<file path="src/rtl/lrp_pkg.sv">
// Package for the LED ring pixel color unit.
// Holds pattern codes, item and context types, constants and the gamma table.
// No dependencies.
package lrp_pkg;

  localparam int LRP_TIME_DIVISOR = 8;
  localparam int LRP_QUEUE_DEPTH  = 2;

  // Divider geometry for the pipelined dividers in the back end
  localparam int DIV_NW = 32;
  localparam int DIV_DW = 16;
  localparam int CH_NW  = 24;

  localparam int                PCT_FULL   = 100;
  localparam logic [7:0]        CH_MAX     = 8'd255;
  localparam logic [7:0]        WHEEL_SEG1 = 8'd85;
  localparam logic [7:0]        WHEEL_SEG2 = 8'd170;

  typedef enum logic [2:0] {
    PAT_SOLID    = 3'd0,
    PAT_PULSE    = 3'd1,
    PAT_PROGRESS = 3'd2,
    PAT_SPIN     = 3'd3,
    PAT_RAINBOW  = 3'd4
  } lrp_pat_t;

  // Classified request as it leaves the front end
  typedef struct packed {
    logic [2:0]  pattern;
    logic [23:0] color;
    logic [15:0] period;
    logic [7:0]  pix;
    logic [7:0]  k;
    logic [7:0]  len;
    logic [15:0] fill_num;
    logic [31:0] time_ms;
  } lrp_item_t;

  // Per-request context carried through the back end dividers
  typedef struct packed {
    logic [2:0]  pattern;
    logic [23:0] color;
    logic [7:0]  pix;
    logic [31:0] t;
    logic [15:0] p;
    logic        infill;
  } lrp_ctx_t;

  typedef logic [7:0] gamma_lut_t [256];

  // Build floor(255 * (v/255)^2.5) by a bitwise search at elaboration
  function automatic gamma_lut_t gamma_build();
    gamma_lut_t      lut;
    longint unsigned v5;
    longint unsigned t;
    logic [7:0]      g;
    for (int v = 0; v < 256; v++) begin
      v5 = longint'(v) * v * v * v * v;
      g  = 8'd0;
      for (int b = 7; b >= 0; b--) begin
        t = longint'(g | (8'd1 << b));
        if (t * t * 64'd16581375 <= v5) g = 8'(t);
      end
      lut[v] = g;
    end
    return lut;
  endfunction

  localparam gamma_lut_t GAMMA_LUT = gamma_build();

endpackage

</file>
<file path="src/rtl/lrp_if.sv">
// Valid/ready channel interfaces of the LED ring pixel color unit.
// Depends on nothing; payload fields match the request and result items.
interface lrp_in_if;
  logic        valid;
  logic        ready;
  logic [2:0]  pattern;
  logic [23:0] ring_color;
  logic [15:0] period_ms;
  logic [7:0]  progress_percent;
  logic [7:0]  pixel_index;
  logic [7:0]  ring_start;
  logic [7:0]  ring_length;
  logic [31:0] time_ms;

  modport source(output valid, pattern, ring_color, period_ms, progress_percent,
                 pixel_index, ring_start, ring_length, time_ms, input ready);
  modport sink(input valid, pattern, ring_color, period_ms, progress_percent,
               pixel_index, ring_start, ring_length, time_ms, output ready);
endinterface


</file>
<file path="src/rtl/lrp_front.sv">
// Front end: accepts pixel requests and classifies them into queue items.
// Depends on lrp_pkg and lrp_in_if.
module lrp_front (
  input  logic                clk,
  input  logic                rst_n,
  lrp_in_if.sink              in_if,
  input  logic                q_full,
  output logic                q_push,
  output lrp_pkg::lrp_item_t  q_item
);
  import lrp_pkg::*;

  logic      fv_r;
  logic      fv_nxt;
  lrp_item_t fitem_r;
  lrp_item_t fitem_nxt;
  logic      acc;

  assign q_push      = fv_r && !q_full;
  assign in_if.ready = !fv_r || !q_full;
  assign acc         = in_if.valid && in_if.ready;
  assign q_item      = fitem_r;

  // Classify: ring offset, safe length, fill numerator
  always_comb begin
    fitem_nxt.pattern  = in_if.pattern;
    fitem_nxt.color    = in_if.ring_color;
    fitem_nxt.period   = in_if.period_ms;
    fitem_nxt.pix      = in_if.pixel_index;
    fitem_nxt.k        = in_if.pixel_index - in_if.ring_start;
    fitem_nxt.len      = (in_if.ring_length == 8'd0) ? 8'd1 : in_if.ring_length;
    fitem_nxt.fill_num = in_if.ring_length * in_if.progress_percent;
    fitem_nxt.time_ms  = in_if.time_ms;
  end

  // Hold the stage until the queue takes it
  always_comb begin
    fv_nxt = fv_r;
    if (acc) begin
      fv_nxt = 1'b1;
    end else if (q_push) begin
      fv_nxt = 1'b0;
    end
  end

  always_ff @(posedge clk) begin
    if (!rst_n) begin
      fv_r <= 1'b0;
    end else begin
      fv_r <= fv_nxt;
    end
  end

  always_ff @(posedge clk) begin
    if (acc) begin
      fitem_r <= fitem_nxt;
    end
  end

endmodule

</file>
<file path="src/flat_wrapper.sv">
// flat-port wrapper written by rule: the top's interface ports become plain ports
module lrp_front_flat import lrp_pkg::*;
  (clk, rst_n, q_full, q_push, q_item, in_if_valid, in_if_pattern, in_if_ring_color, in_if_period_ms, in_if_progress_percent, in_if_pixel_index, in_if_ring_start, in_if_ring_length, in_if_time_ms, in_if_ready);
  lrp_in_if in_if_i ();
  input  logic clk;
  input  logic rst_n;
  input  logic q_full;
  output logic q_push;
  output lrp_pkg::lrp_item_t q_item;
  input wire logic [$bits(in_if_i.valid)-1:0] in_if_valid;
  input wire logic [$bits(in_if_i.pattern)-1:0] in_if_pattern;
  input wire logic [$bits(in_if_i.ring_color)-1:0] in_if_ring_color;
  input wire logic [$bits(in_if_i.period_ms)-1:0] in_if_period_ms;
  input wire logic [$bits(in_if_i.progress_percent)-1:0] in_if_progress_percent;
  input wire logic [$bits(in_if_i.pixel_index)-1:0] in_if_pixel_index;
  input wire logic [$bits(in_if_i.ring_start)-1:0] in_if_ring_start;
  input wire logic [$bits(in_if_i.ring_length)-1:0] in_if_ring_length;
  input wire logic [$bits(in_if_i.time_ms)-1:0] in_if_time_ms;
  output wire logic [$bits(in_if_i.ready)-1:0] in_if_ready;
  assign in_if_i.valid = in_if_valid;
  assign in_if_i.pattern = in_if_pattern;
  assign in_if_i.ring_color = in_if_ring_color;
  assign in_if_i.period_ms = in_if_period_ms;
  assign in_if_i.progress_percent = in_if_progress_percent;
  assign in_if_i.pixel_index = in_if_pixel_index;
  assign in_if_i.ring_start = in_if_ring_start;
  assign in_if_i.ring_length = in_if_ring_length;
  assign in_if_i.time_ms = in_if_time_ms;
  assign in_if_ready = in_if_i.ready;
  lrp_front u_core (.clk(clk), .rst_n(rst_n), .in_if(in_if_i), .q_full(q_full), .q_push(q_push), .q_item(q_item));
endmodule
</file>
<file path="config.mk">
export PLATFORM = sky130hd
export DESIGN_NAME = lrp_front_flat
export DESIGN_NICKNAME = d
export VERILOG_FILES = /design/src/rtl/lrp_pkg.sv /design/src/rtl/lrp_if.sv /design/src/rtl/lrp_front.sv /design/src/flat_wrapper.sv
export SDC_FILE = /design/constraint.sdc
export NUM_CORES = 1
export LEC_CHECK = 0
export ABC_AREA = 1
export BUFFER_PORTS_ARGS = -buffer_cell sky130_fd_sc_hd__buf_4
export CORE_MARGIN = 2
export CORE_UTILIZATION = 45
export DETAILED_ROUTE_END_ITERATION = 16
export PLACE_DENSITY = 0.86
export SLEW_MARGIN = 20
export SYNTH_ARGS = -nofsm -noshare
export SYNTH_HDL_FRONTEND = slang
export SYNTH_SLANG_ARGS = --single-unit
</file>
<file path="constraint.sdc">
create_clock -name clk -period 7.09 [get_ports clk]
set_clock_uncertainty 0.05 [all_clocks]
set_input_delay 0.709 -clock clk [delete_from_list [all_inputs] [get_ports clk]]
set_output_delay 0.709 -clock clk [all_outputs]
set_load 0.03 [all_outputs]
</file>
Yosys cells after proc, flatten, opt, wreduce, memory -nomap -nowiden
Cells that the tools add are included.
- bits in registers: 116
- input bits: 111
- output and inout port bits: 117
- logic and storage cells: 20
- add/subtract/negate cells: 1
- multipliers: 1
- muxes and demuxes: 2
- reduce and logical (&&, ||, !) cells: 7
- operator list (cell ; count):
    $mul A8 B8 Y16 ; 1
    $logic_not A8 Y1 ; 1
    $sub A8 B8 Y8 ; 1
    $logic_and A1 B1 Y1 ; 2
    $logic_not A1 Y1 ; 2
    $mux W1 ; 2
    $reduce_bool A2 Y1 ; 1
    $logic_or A1 B1 Y1 ; 1

Logic depth before layout (Yosys ltp)
Gate-level depths: netlist of the first run.
- depth in word-level cells: 4
- depth in mapped cells: 20

Worst setup path after synthesis of the first run
Ideal clock, no wire load.
- path kind: in2reg
- start: in in_if_valid
- end: reg u_core.fitem_r (netlist bit u_core.q_item[0]) (enable)
- setup time: 0.627 ns
- arrival: 6.289 ns
- data required time: 6.413 ns
- setup slack: 0.124 ns
- stages: 2
- cell sequence: inv_1 a21oi_1
- longest elaborated chain between the ends: 1
- RTL lines (item ; RTL line ; text):
    start: declaration ; flat_wrapper.sv:10 ; input wire logic [$bits(in_if_i.valid)-1:0] in_if_valid;
    $logic_and A1 B1 Y1 ; lrp_front.sv:21 ; assign acc = in_if.valid && in_if.ready;
    via u_core.acc ; lrp_front.sv:17 ; logic acc;
    end signal: assignment ; lrp_front.sv:56 ; fitem_r <= fitem_nxt;
    end: declaration ; lrp_front.sv:15 ; lrp_item_t fitem_r;
The timed path passes the listed nets, and every way through them passes these cells.
A chain may end at the register's enable or synchronous reset.

==> impl_metrics.env, run 1 <==
export IMPL_h_tree_depth=4
export IMPL_critPathKind="in -> reg"
export IMPL_startpoint="in_if_ring_length[2]"
export IMPL_dr_pass1_iters=5
export IMPL_synthCells=566
export IMPL_worst_pin_slew_ns=0.795
export IMPL_rows=43
export IMPL_ios=228
export IMPL_cp_start_kind="input port"
export IMPL_rsz0062_at_grt="no"
export IMPL_viasPerCell=4.71
export IMPL_synthToLayoutAreaGrowth_pct=40.4
export IMPL_cp_common_cell="nand2_1"
export IMPL_holdWs_ns=0.431
export IMPL_period_share=0.572
export IMPL_path_cells="buf_4 > nand2_1 > inv_1 > fa_1 > fa_1 > fa_1 > inv_1 > fa_1 > inv_1 > ha_1 > nand2_1 > inv_1 > nand2_1 > nand2_1 > nand2_1 > nand3_1 > nand2_1 > nand2_1"
export IMPL_hp_start="in_if_time_ms[4]"
export IMPL_finalSetupViolCount=0
export IMPL_leakage_nw=4.62
export IMPL_p_per_area_nw_per_um2=306
export IMPL_hold_class="in -> reg"
export IMPL_cts_setup_buffers=0
export IMPL_insertion_delay_ns=0.40
export IMPL_layout_drive_gt1_share=0.331
export IMPL_relSlewSlack=0.470
export IMPL_cp_top_family="adder cells"
export IMPL_nNetsFinal=982
export IMPL_max_stage_delay_ns=0.56
export IMPL_grt_pass1_vias=4659
export IMPL_dp_slack_ns=2.65
export IMPL_maxCapViolCount=0
export IMPL_cts_clk_slew_worst_paths_ns=0.07
export IMPL_place_hpwl_um=11800
export IMPL_crit_arrival_ns=4.16
export IMPL_clock_sinks=116
export IMPL_grt_max_degree=65
export IMPL_crit_slowest_cell="fa_1"
export IMPL_cts_buffers=17
export IMPL_antenna_found_initial=0
export IMPL_placed_cell_area_um2=8150
export IMPL_grtUsageMet3=0.0487
export IMPL_n_antenna_cell=0
export IMPL_clock_fmax_ghz=0.246
export IMPL_synth_top_area_frac=0.550
export IMPL_finalWorstSetupSlack_ns=3.03
export IMPL_finalHoldViolCount=0
export IMPL_clockBufferDepth=2
export IMPL_end_kind="register"
export IMPL_drt_iter0_drc=339
export IMPL_ys_seq_area_frac=0.553
export IMPL_vias=4634
export IMPL_grt_usage=0.217
export IMPL_fp_dieW_um=122
export IMPL_critPathMaxFanout=10
export IMPL_routed_wl_um=16000
export IMPL_synth_distinct_cells=19
export IMPL_syn_avg_cell_area_um2=11.1
export IMPL_drc=0
export IMPL_grt_busiest_layer="met2"
export IMPL_ctsRootBufferMaster="clkbuf_16"
export IMPL_start_util=0.456
export IMPL_outcome="finished, final reports clean"
export IMPL_die_area_um2=14900
export IMPL_yosys_warnings=0
export IMPL_required_ns=7.19
export IMPL_peakVddDrop_mv=0.186
export IMPL_synth_area_leaders="edfxtp_1 (55%), fa_1 (12%), inv_1 (8.8%), ha_1 (8.6%), nand2_1 (8.4%)"
export IMPL_final_area_um2=8820
export IMPL_die_height_um=122
export IMPL_r2r_start="u_core.fv_r"
export IMPL_ctsHoldBuffers=0
export IMPL_worst_path_buf_inv=5
export IMPL_grt_overflow_total=0
export IMPL_cts_tree="done"
export IMPL_layout_min_cycle_time_ns=4.06
export IMPL_routabilityCongestion=0.927
export IMPL_netlist_area_um2=6280
export IMPL_cts_resized_gates=0
export IMPL_grt_pass1_wl_um=24100
export IMPL_postSynthNetCount=757
export IMPL_slew_viol_final=0
export IMPL_grt_util_met2=0.422
export IMPL_wl_per_cell_um=16.3
export IMPL_setup_tns_final_ns=0
export IMPL_ant_nets=0
export IMPL_yosysTopAreaCell="edfxtp_1"
export IMPL_use_met1=0.226
export IMPL_core_area_um2=13800
export IMPL_io_buffers=227
export IMPL_synth_seq_cells=116
cell usage after synthesis, drive strengths merged:
cell / instances
nor2: 8
edfxtp: 115
clkbuf: 23
xnor2: 3
a21o: 2
ha: 43
a21boi: 2
fa: 37
nor4: 1
nor3: 1
nand2: 141
a21oi: 9
inv: 148
nand4: 5
dfxtp: 1
o21ai: 2
xor2: 8
nand3: 17
final timing paths:
check                           end  slack (ns)  depth (start not counted)
hold reg to reg         u_core.fv_r        0.50                          2
setup / recovery  u_core.q_item[46]        3.03                         18
hold / removal     u_core.q_item[4]        0.43                          1
setup reg to reg  u_core.q_item[31]        4.53                          3
report_power, final:
| part | total (W) | internal [W] | switching [W] |
|---|---|---|---|
| clock network | 0.000962 | 0.000635 | 0.000327 |
| logic | 0.000856 | 0.000317 | 0.000539 |
| registers | 0.000880 | 0.000858 | 0.0000214 |
| total | 0.00270 | 0.00181 | 0.000887 |
cell type report:
type | count | area [µm²]
Inverter | 148 | 556
Clock inverter | 15 | 243
Clock buffer | 17 | 425
Fill cell | 1021 | 4960
Multi-Input combinational cell | 279 | 2180
Timing Repair Buffer | 229 | 1720
Tap cell | 180 | 225
Sequential cell | 116 | 3470
cell usage in the layout, fill, tap and decap left out:
cell type and count:
a21boi_0 2, inv_8 2, nor2_1 8, fa_1 37, edfxtp_1 115, bufinv_16 5
nor4_1 1, xor2_1 8, ha_1 43, inv_1 148, clkinv_4 4, nor3_1 1
nand2_1 141, nand3_1 15, nand3_2 2, dfxtp_1 1, buf_4 229, a21oi_1 8
nand4_1 5, o21ai_2 2, a21oi_4 1, inv_6 4, clkbuf_16 17, a21o_1 2
xnor2_1 3
metrics by stage:
stage                     utilization  instances  total power, W
final                           0.640        984         0.00270
after CTS                       0.640        984         0.00272
after global routing            0.640        984         0.00285
after floorplan                     -        566         0.00147
after detailed placement        0.592        952         0.00174
after global placement          0.592        952         0.00172
per-layer routing:
metal | up-vias | share of wire
met5 | - | 0
met2 | 184 | 0.57
met4 | 0 | 0.020
met1 | 2227 | 0.34
met3 | 23 | 0.069
li1 | 2200 | -
cell families (layout without fill, tap and decap cells):
family | after synthesis | count (layout) | share of synthesized area
xor gates and xnor gates | 11 | 11 | 0.0153
DFF | 116 | 116 | 0.553
adders and majority gates | 80 | 80 | 0.204
and+or+nand+nor | 173 | 173 | 0.111
AOI/OAI and AO/OA | 15 | 15 | 0.0147
buffers and inverters | 171 | 409 | 0.102
sequential cells by signal, indices dropped and copies added, names as in the netlist:
signal and count:
u_core.fv_r 1, u_core.q_item 115
(Power assumes the default switching activity.)
==> run 2: changes to the inputs <==
- clock period: 7.09 -> 3.4 ns (I/O delays scaled with it)
==> run 2 against run 1 <==
Combinational power grew to 2.6 times the previous value. Worst setup slack worse by 3.0 ns. Power is 120% higher. Final cell count is 3.4% higher. Non-clock buffer count is 33 higher.
==> impl_metrics.env, run 2 (synthesized netlist as in run 1, its figures left out) <==
export IMPL_worst_pin_slew_ns=0.524
export IMPL_insertion_delay_ns=0.39
export IMPL_period_share=0.976
export IMPL_grt_pass1_vias=4895
export IMPL_ant_nets=0
export IMPL_grt_pass1_wl_um=24900
export IMPL_layout_drive_gt1_share=0.411
export IMPL_leakage_nw=4.77
export IMPL_nFillCells=982
export IMPL_die_area_um2=14900
export IMPL_final_common_cell="buf_4"
export IMPL_drt_iter0_drc=211
export IMPL_multi_input_area_um2=2370
export IMPL_seq_power_share=0.314
export IMPL_relSlewSlack=0.651
export IMPL_fin_cells=1017
export IMPL_final_core_util=0.672
export IMPL_power_frac_comb=0.384
export IMPL_n_antenna_cell=0
export IMPL_peakVddDrop_mv=0.374
export IMPL_slew_viol_final=0
export IMPL_rows=43
export IMPL_grt_overflow_total=0
export IMPL_viasPerCell=4.66
export IMPL_core_area_um2=13800
export IMPL_grt_usage=0.225
export IMPL_dr_pass1_iters=5
export IMPL_cp_start_kind="input port"
export IMPL_setup_tns_final_ns=0
export IMPL_p_sw_frac=0.333
export IMPL_crit_arrival_ns=3.43
export IMPL_ios=228
export IMPL_critPathMaxFanout=6
export IMPL_clockBufferDepth=2
export IMPL_finalSetupViolCount=0
export IMPL_dpl_cell_count=985
export IMPL_critPathKind="in -> reg"
export IMPL_h_tree_depth=4
export IMPL_fp_dieW_um=122
export IMPL_dp_slack_ns=-0.379
export IMPL_nNetsFinal=1015
export IMPL_p_int_w=0.00389
export IMPL_synthToLayoutAreaGrowth_pct=47.3
export IMPL_wl_per_cell_um=16.2
export IMPL_clock_fmax_ghz=0.301
export IMPL_cts_buffers=17
export IMPL_regArea_um2=3470
export IMPL_end_kind="register"
export IMPL_final_cell_mix="buf_4 (251), inv_1 (138), nand2_1 (119)"
export IMPL_p_per_area_nw_per_um2=631
export IMPL_clock_sinks=116
export IMPL_grt_max_degree=74
export IMPL_routabilityCongestion=0.870
export IMPL_rsz0062_at_grt="yes"
export IMPL_layout_min_cycle_time_ns=3.32
export IMPL_p_sw_w=0.00195
export IMPL_antenna_found_initial=0
export IMPL_start_util=0.456
export IMPL_power_frac_clock=0.301
export IMPL_largest_reg_flops=115
export IMPL_die_height_um=122
export IMPL_holdWs_ns=0.0610
export IMPL_required_ns=3.51
export IMPL_drc=0
export IMPL_place_hpwl_um=12900
export IMPL_cts_tree="done"
export IMPL_routed_wl_um=16500
export IMPL_hold_class="in -> reg"
export IMPL_finalHoldViolCount=0
export IMPL_cts_clk_slew_worst_paths_ns=0.05
export IMPL_outcome="finished, final reports clean"
export IMPL_maxCapViolCount=0
export IMPL_ctsRootBufferMaster="clkbuf_16"
export IMPL_finalWorstSetupSlack_ns=0.0812
export IMPL_vias=4738
export IMPL_io_buffers=227
[run 2: power groups by stage]
stage               combinational [W]  clock [W]  sequential [W]
floorplan                     0.00111          0         0.00215
global placement              0.00208          0         0.00186
detailed placement            0.00213          0         0.00187
CTS                           0.00215    0.00179         0.00184
global route                  0.00247    0.00185         0.00185
finish                        0.00224    0.00176         0.00184
[run 2: layout make-up]
type	instances	area share
Clock buffer	18	0.0464
Inverter	148	0.0600
Sequential cell	116	0.375
Multi-Input combinational cell	279	0.257
Clock inverter	14	0.0174
Timing Repair Buffer	262	0.220
Tap cell	180	0.0243
[run 2: final timing paths]
check	start	end	slack (ns)	cells after the start
max	in_if_progress_percent[7]	u_core.q_item[47]	0.08	17
min	in_if_time_ms[21]	u_core.q_item[21]	0.06	1
max reg2reg	u_core.fv_r	u_core.q_item[18]	1.99	2
min reg2reg	u_core.fv_r	u_core.fv_r	0.53	2
[run 2: timing repair]
action,in CTS,in global routing
setup endpoints to repair,0,8
setup buffers,0,0
hold buffers,0,0
gates resized for setup,0,33
[run 2: critical path: stages]
cell,delay [ns]
buf_4,0.14
nand2_1,0.05
inv_1,0.05
fa_1,0.57
fa_1,0.44
fa_1,0.49
inv_1,0.05
fa_1,0.49
inv_2,0.05
ha_4,0.30
nand2_2,0.07
inv_2,0.07
nand2_2,0.07
nand2_1,0.06
nand2_1,0.06
nand4_1,0.08
nand2_1,0.05
[run 2: routing by layer]
layer	share of wire	track usage	wire, µm	vias up
li1	-	-	-	2269
met1	0.34	0.222	5660	2277
met2	0.56	0.444	9320	162
met3	0.069	0.0595	1130	30
met4	0.024	0.0833	402	0
met5	0	0	0	-
[run 2: metrics by stage]
stage	power [W]	instance area [µm²]
2_1_floorplan	0.00326	6590
3_3_place_gp	0.00394	8540
3_5_place_dp	0.00400	8540
4_1_cts	0.00578	9140
5_1_grt	0.00617	9250
6_report	0.00584	9250
==> run 3: changes to the inputs <==
- ABC_AREA: 1 -> unset
==> run 3 against run 2 <==
The flow now finishes with violations (setup timing). Via count is 10% lower. Power is 3.0% lower. Core utilization rose by 1.7 points. Critical endpoint is now u_core.q_item[45]. First-iteration DRC count grew 54%. Register-to-register slack worse by 0.35 ns.
==> impl_metrics.env, run 3 <==
export IMPL_ctsRootBufferMaster="clkbuf_16"
export IMPL_ant_nets=0
export IMPL_die_area_um2=14200
export IMPL_multi_input_area_um2=2460
export IMPL_largest_reg_flops=115
export IMPL_grt_util_met2=0.409
export IMPL_required_ns=3.49
export IMPL_final_cell_mix="buf_4 (251), edfxtp_1 (115), inv_1 (56)"
export IMPL_peakVddDrop_mv=0.357
export IMPL_nFillCells=876
export IMPL_fin_cells=884
export IMPL_ys_seq_area_frac=0.581
export IMPL_yosysTopAreaCell="edfxtp_1"
export IMPL_dpl_cell_count=847
export IMPL_cp_start_kind="input port"
export IMPL_yosys_warnings=0
export IMPL_seq_power_share=0.324
export IMPL_io_buffers=227
export IMPL_grt_usage=0.223
export IMPL_cts_tree="done"
export IMPL_critPathMaxFanout=7
export IMPL_p_per_area_nw_per_um2=628
export IMPL_final_core_util=0.689
export IMPL_drt_iter0_drc=324
export IMPL_worst_pin_slew_ns=0.458
export IMPL_synth_seq_cells=116
export IMPL_async_reset_ff_frac=0
export IMPL_dp_slack_ns=-0.756
export IMPL_slew_viol_final=0
export IMPL_synthFlopType="edfxtp_1"
export IMPL_grtUsageMet3=0.0556
export IMPL_nNetsFinal=886
export IMPL_violations="setup timing"
export IMPL_antenna_found_initial=0
export IMPL_start_util=0.457
export IMPL_die_height_um=119
export IMPL_netlist_area_um2=5980
export IMPL_routed_wl_um=15500
export IMPL_final_common_cell="buf_4"
export IMPL_power_frac_clock=0.294
export IMPL_cts_clk_slew_worst_paths_ns=0.06
export IMPL_place_hpwl_um=11900
export IMPL_end_kind="register"
export IMPL_clock_sinks=116
export IMPL_insertion_delay_ns=0.40
export IMPL_synthToLayoutAreaGrowth_pct=50.9
export IMPL_outcome="finished with violations"
export IMPL_grt_max_degree=56
export IMPL_drc=0
export IMPL_clock_fmax_ghz=0.270
export IMPL_holdWs_ns=0.0668
export IMPL_dr_pass1_iters=4
export IMPL_finalWorstSetupSlack_ns=-0.300
export IMPL_core_area_um2=13100
export IMPL_rsz0062_at_grt="yes"
export IMPL_wl_per_cell_um=17.6
export IMPL_rows=42
export IMPL_final_area_um2=9020
export IMPL_synthCells=420
export IMPL_postSynthNetCount=611
export IMPL_crit_arrival_ns=3.79
export IMPL_grt_pass1_vias=4620
export IMPL_use_met1=0.249
export IMPL_synth_top_area_frac=0.578
export IMPL_layout_min_cycle_time_ns=3.70
export IMPL_viasPerCell=4.80
export IMPL_p_sw_frac=0.321
export IMPL_ios=228
export IMPL_grt_busiest_layer="met2"
export IMPL_layout_drive_gt1_share=0.487
export IMPL_synthTopCellsByCount="edfxtp_1 (115), inv_1 (62), and2_1 (55)"
export IMPL_p_int_w=0.00385
export IMPL_synth_most_common_cell="edfxtp_1"
export IMPL_p_sw_w=0.00182
export IMPL_synth_distinct_cells=37
export IMPL_synth_area_leaders="edfxtp_1 (58%), fa_1 (12%), ha_1 (9.0%), and2_1 (5.8%), inv_1 (3.9%)"
export IMPL_h_tree_depth=4
export IMPL_syn_avg_cell_area_um2=14.2
export IMPL_n_antenna_cell=0
export IMPL_finalHoldViolCount=0
export IMPL_cts_buffers=17
export IMPL_synth_edff_count=115
export IMPL_placed_cell_area_um2=8230
export IMPL_hold_class="in -> reg"
export IMPL_ctsHoldBuffers=0
export IMPL_critPathKind="in -> reg"
export IMPL_routabilityCongestion=0.848
export IMPL_leakage_nw=4.07
export IMPL_maxCapViolCount=0
export IMPL_regArea_um2=3470
export IMPL_vias=4247
export IMPL_finalSetupViolCount=6
export IMPL_clockBufferDepth=2
export IMPL_power_frac_comb=0.381
export IMPL_period_share=1.09
export IMPL_grt_pass1_wl_um=24300
export IMPL_fp_dieW_um=119
export IMPL_relSlewSlack=0.695
export IMPL_grt_overflow_total=0
run 3: path summary, 6_finish.rpt:
check,endpoint,cells after the start,slack [ns],from
hold reg to reg,u_core.fv_r,2,0.51,u_core.fv_r
hold / removal,u_core.q_item[28],1,0.07,in_if_time_ms[28]
setup reg to reg,u_core.q_item[40],3,1.64,u_core.fv_r
setup / recovery,u_core.q_item[45],14,-0.30,in_if_progress_percent[7]
run 3: repair_timing:
| action | 4_1_cts | 5_1_grt |
|---|---|---|
| pin swaps | 16 | 17 |
| endpoints found under the setup margin | 8 | 8 |
| setup buffers | 3 | 2 |
| resized for setup | 35 | 18 |
run 3: area by class of cell:
class,instances,area share
clock inverters,14,0.0142
well taps,176,0.0244
inverters,62,0.0258
repair buffers,264,0.229
clock buffers,18,0.0487
flip-flops and latches,116,0.385
multi-input cells,234,0.273
run 3: critical path, stage by stage:
cell,delay (ns)
buf_12,0.11
and2_4,0.15
fa_1,0.55
fa_1,0.43
fa_1,0.50
inv_2,0.04
fa_1,0.48
inv_2,0.04
ha_4,0.21
and2_4,0.15
a221oi_4,0.24
buf_4,0.17
a21boi_2,0.06
o31a_1,0.31
run 3: logic make-up (layout without fill, tap and decap cells):
kind of cell	after synthesis	in the layout	share of synthesized area
DFF	116	116	0.581
and+or+nand+nor	104	104	0.0973
adders and majority gates	80	80	0.214
buffers and inverters	70	358	0.0440
AOI/OAI and AO/OA	36	36	0.0433
xor gates and xnor gates	14	14	0.0205
run 3: metal layers:
| metal | part of all wire | up-vias |
|---|---|---|
| li1 | - | 1986 |
| met1 | 0.36 | 2078 |
| met2 | 0.55 | 160 |
| met3 | 0.062 | 23 |
| met4 | 0.026 | 0 |
| met5 | 0 | - |
run 3: metrics by stage:
| step | power, W | TNS (ns) |
|---|---|---|
| 3_5_place_dp | 0.00393 | -5.67 |
| 2_1_floorplan | 0.00319 | -2.56 |
| 3_3_place_gp | 0.00388 | -5.35 |
| 5_1_grt | 0.00596 | -1.91 |
| 4_1_cts | 0.00565 | -0.971 |
| 6_report | 0.00566 | -1.19 |
run 3: power by group through the flow:
stage / Sequential [W] / Clock (W) / Combinational (W)
2_1_floorplan: 0.00215 / 0 / 0.00104
3_3_place_gp: 0.00186 / 0 / 0.00202
3_5_place_dp: 0.00187 / 0 / 0.00206
4_1_cts: 0.00184 / 0.00170 / 0.00212
5_1_grt: 0.00185 / 0.00176 / 0.00235
6_report: 0.00184 / 0.00167 / 0.00216
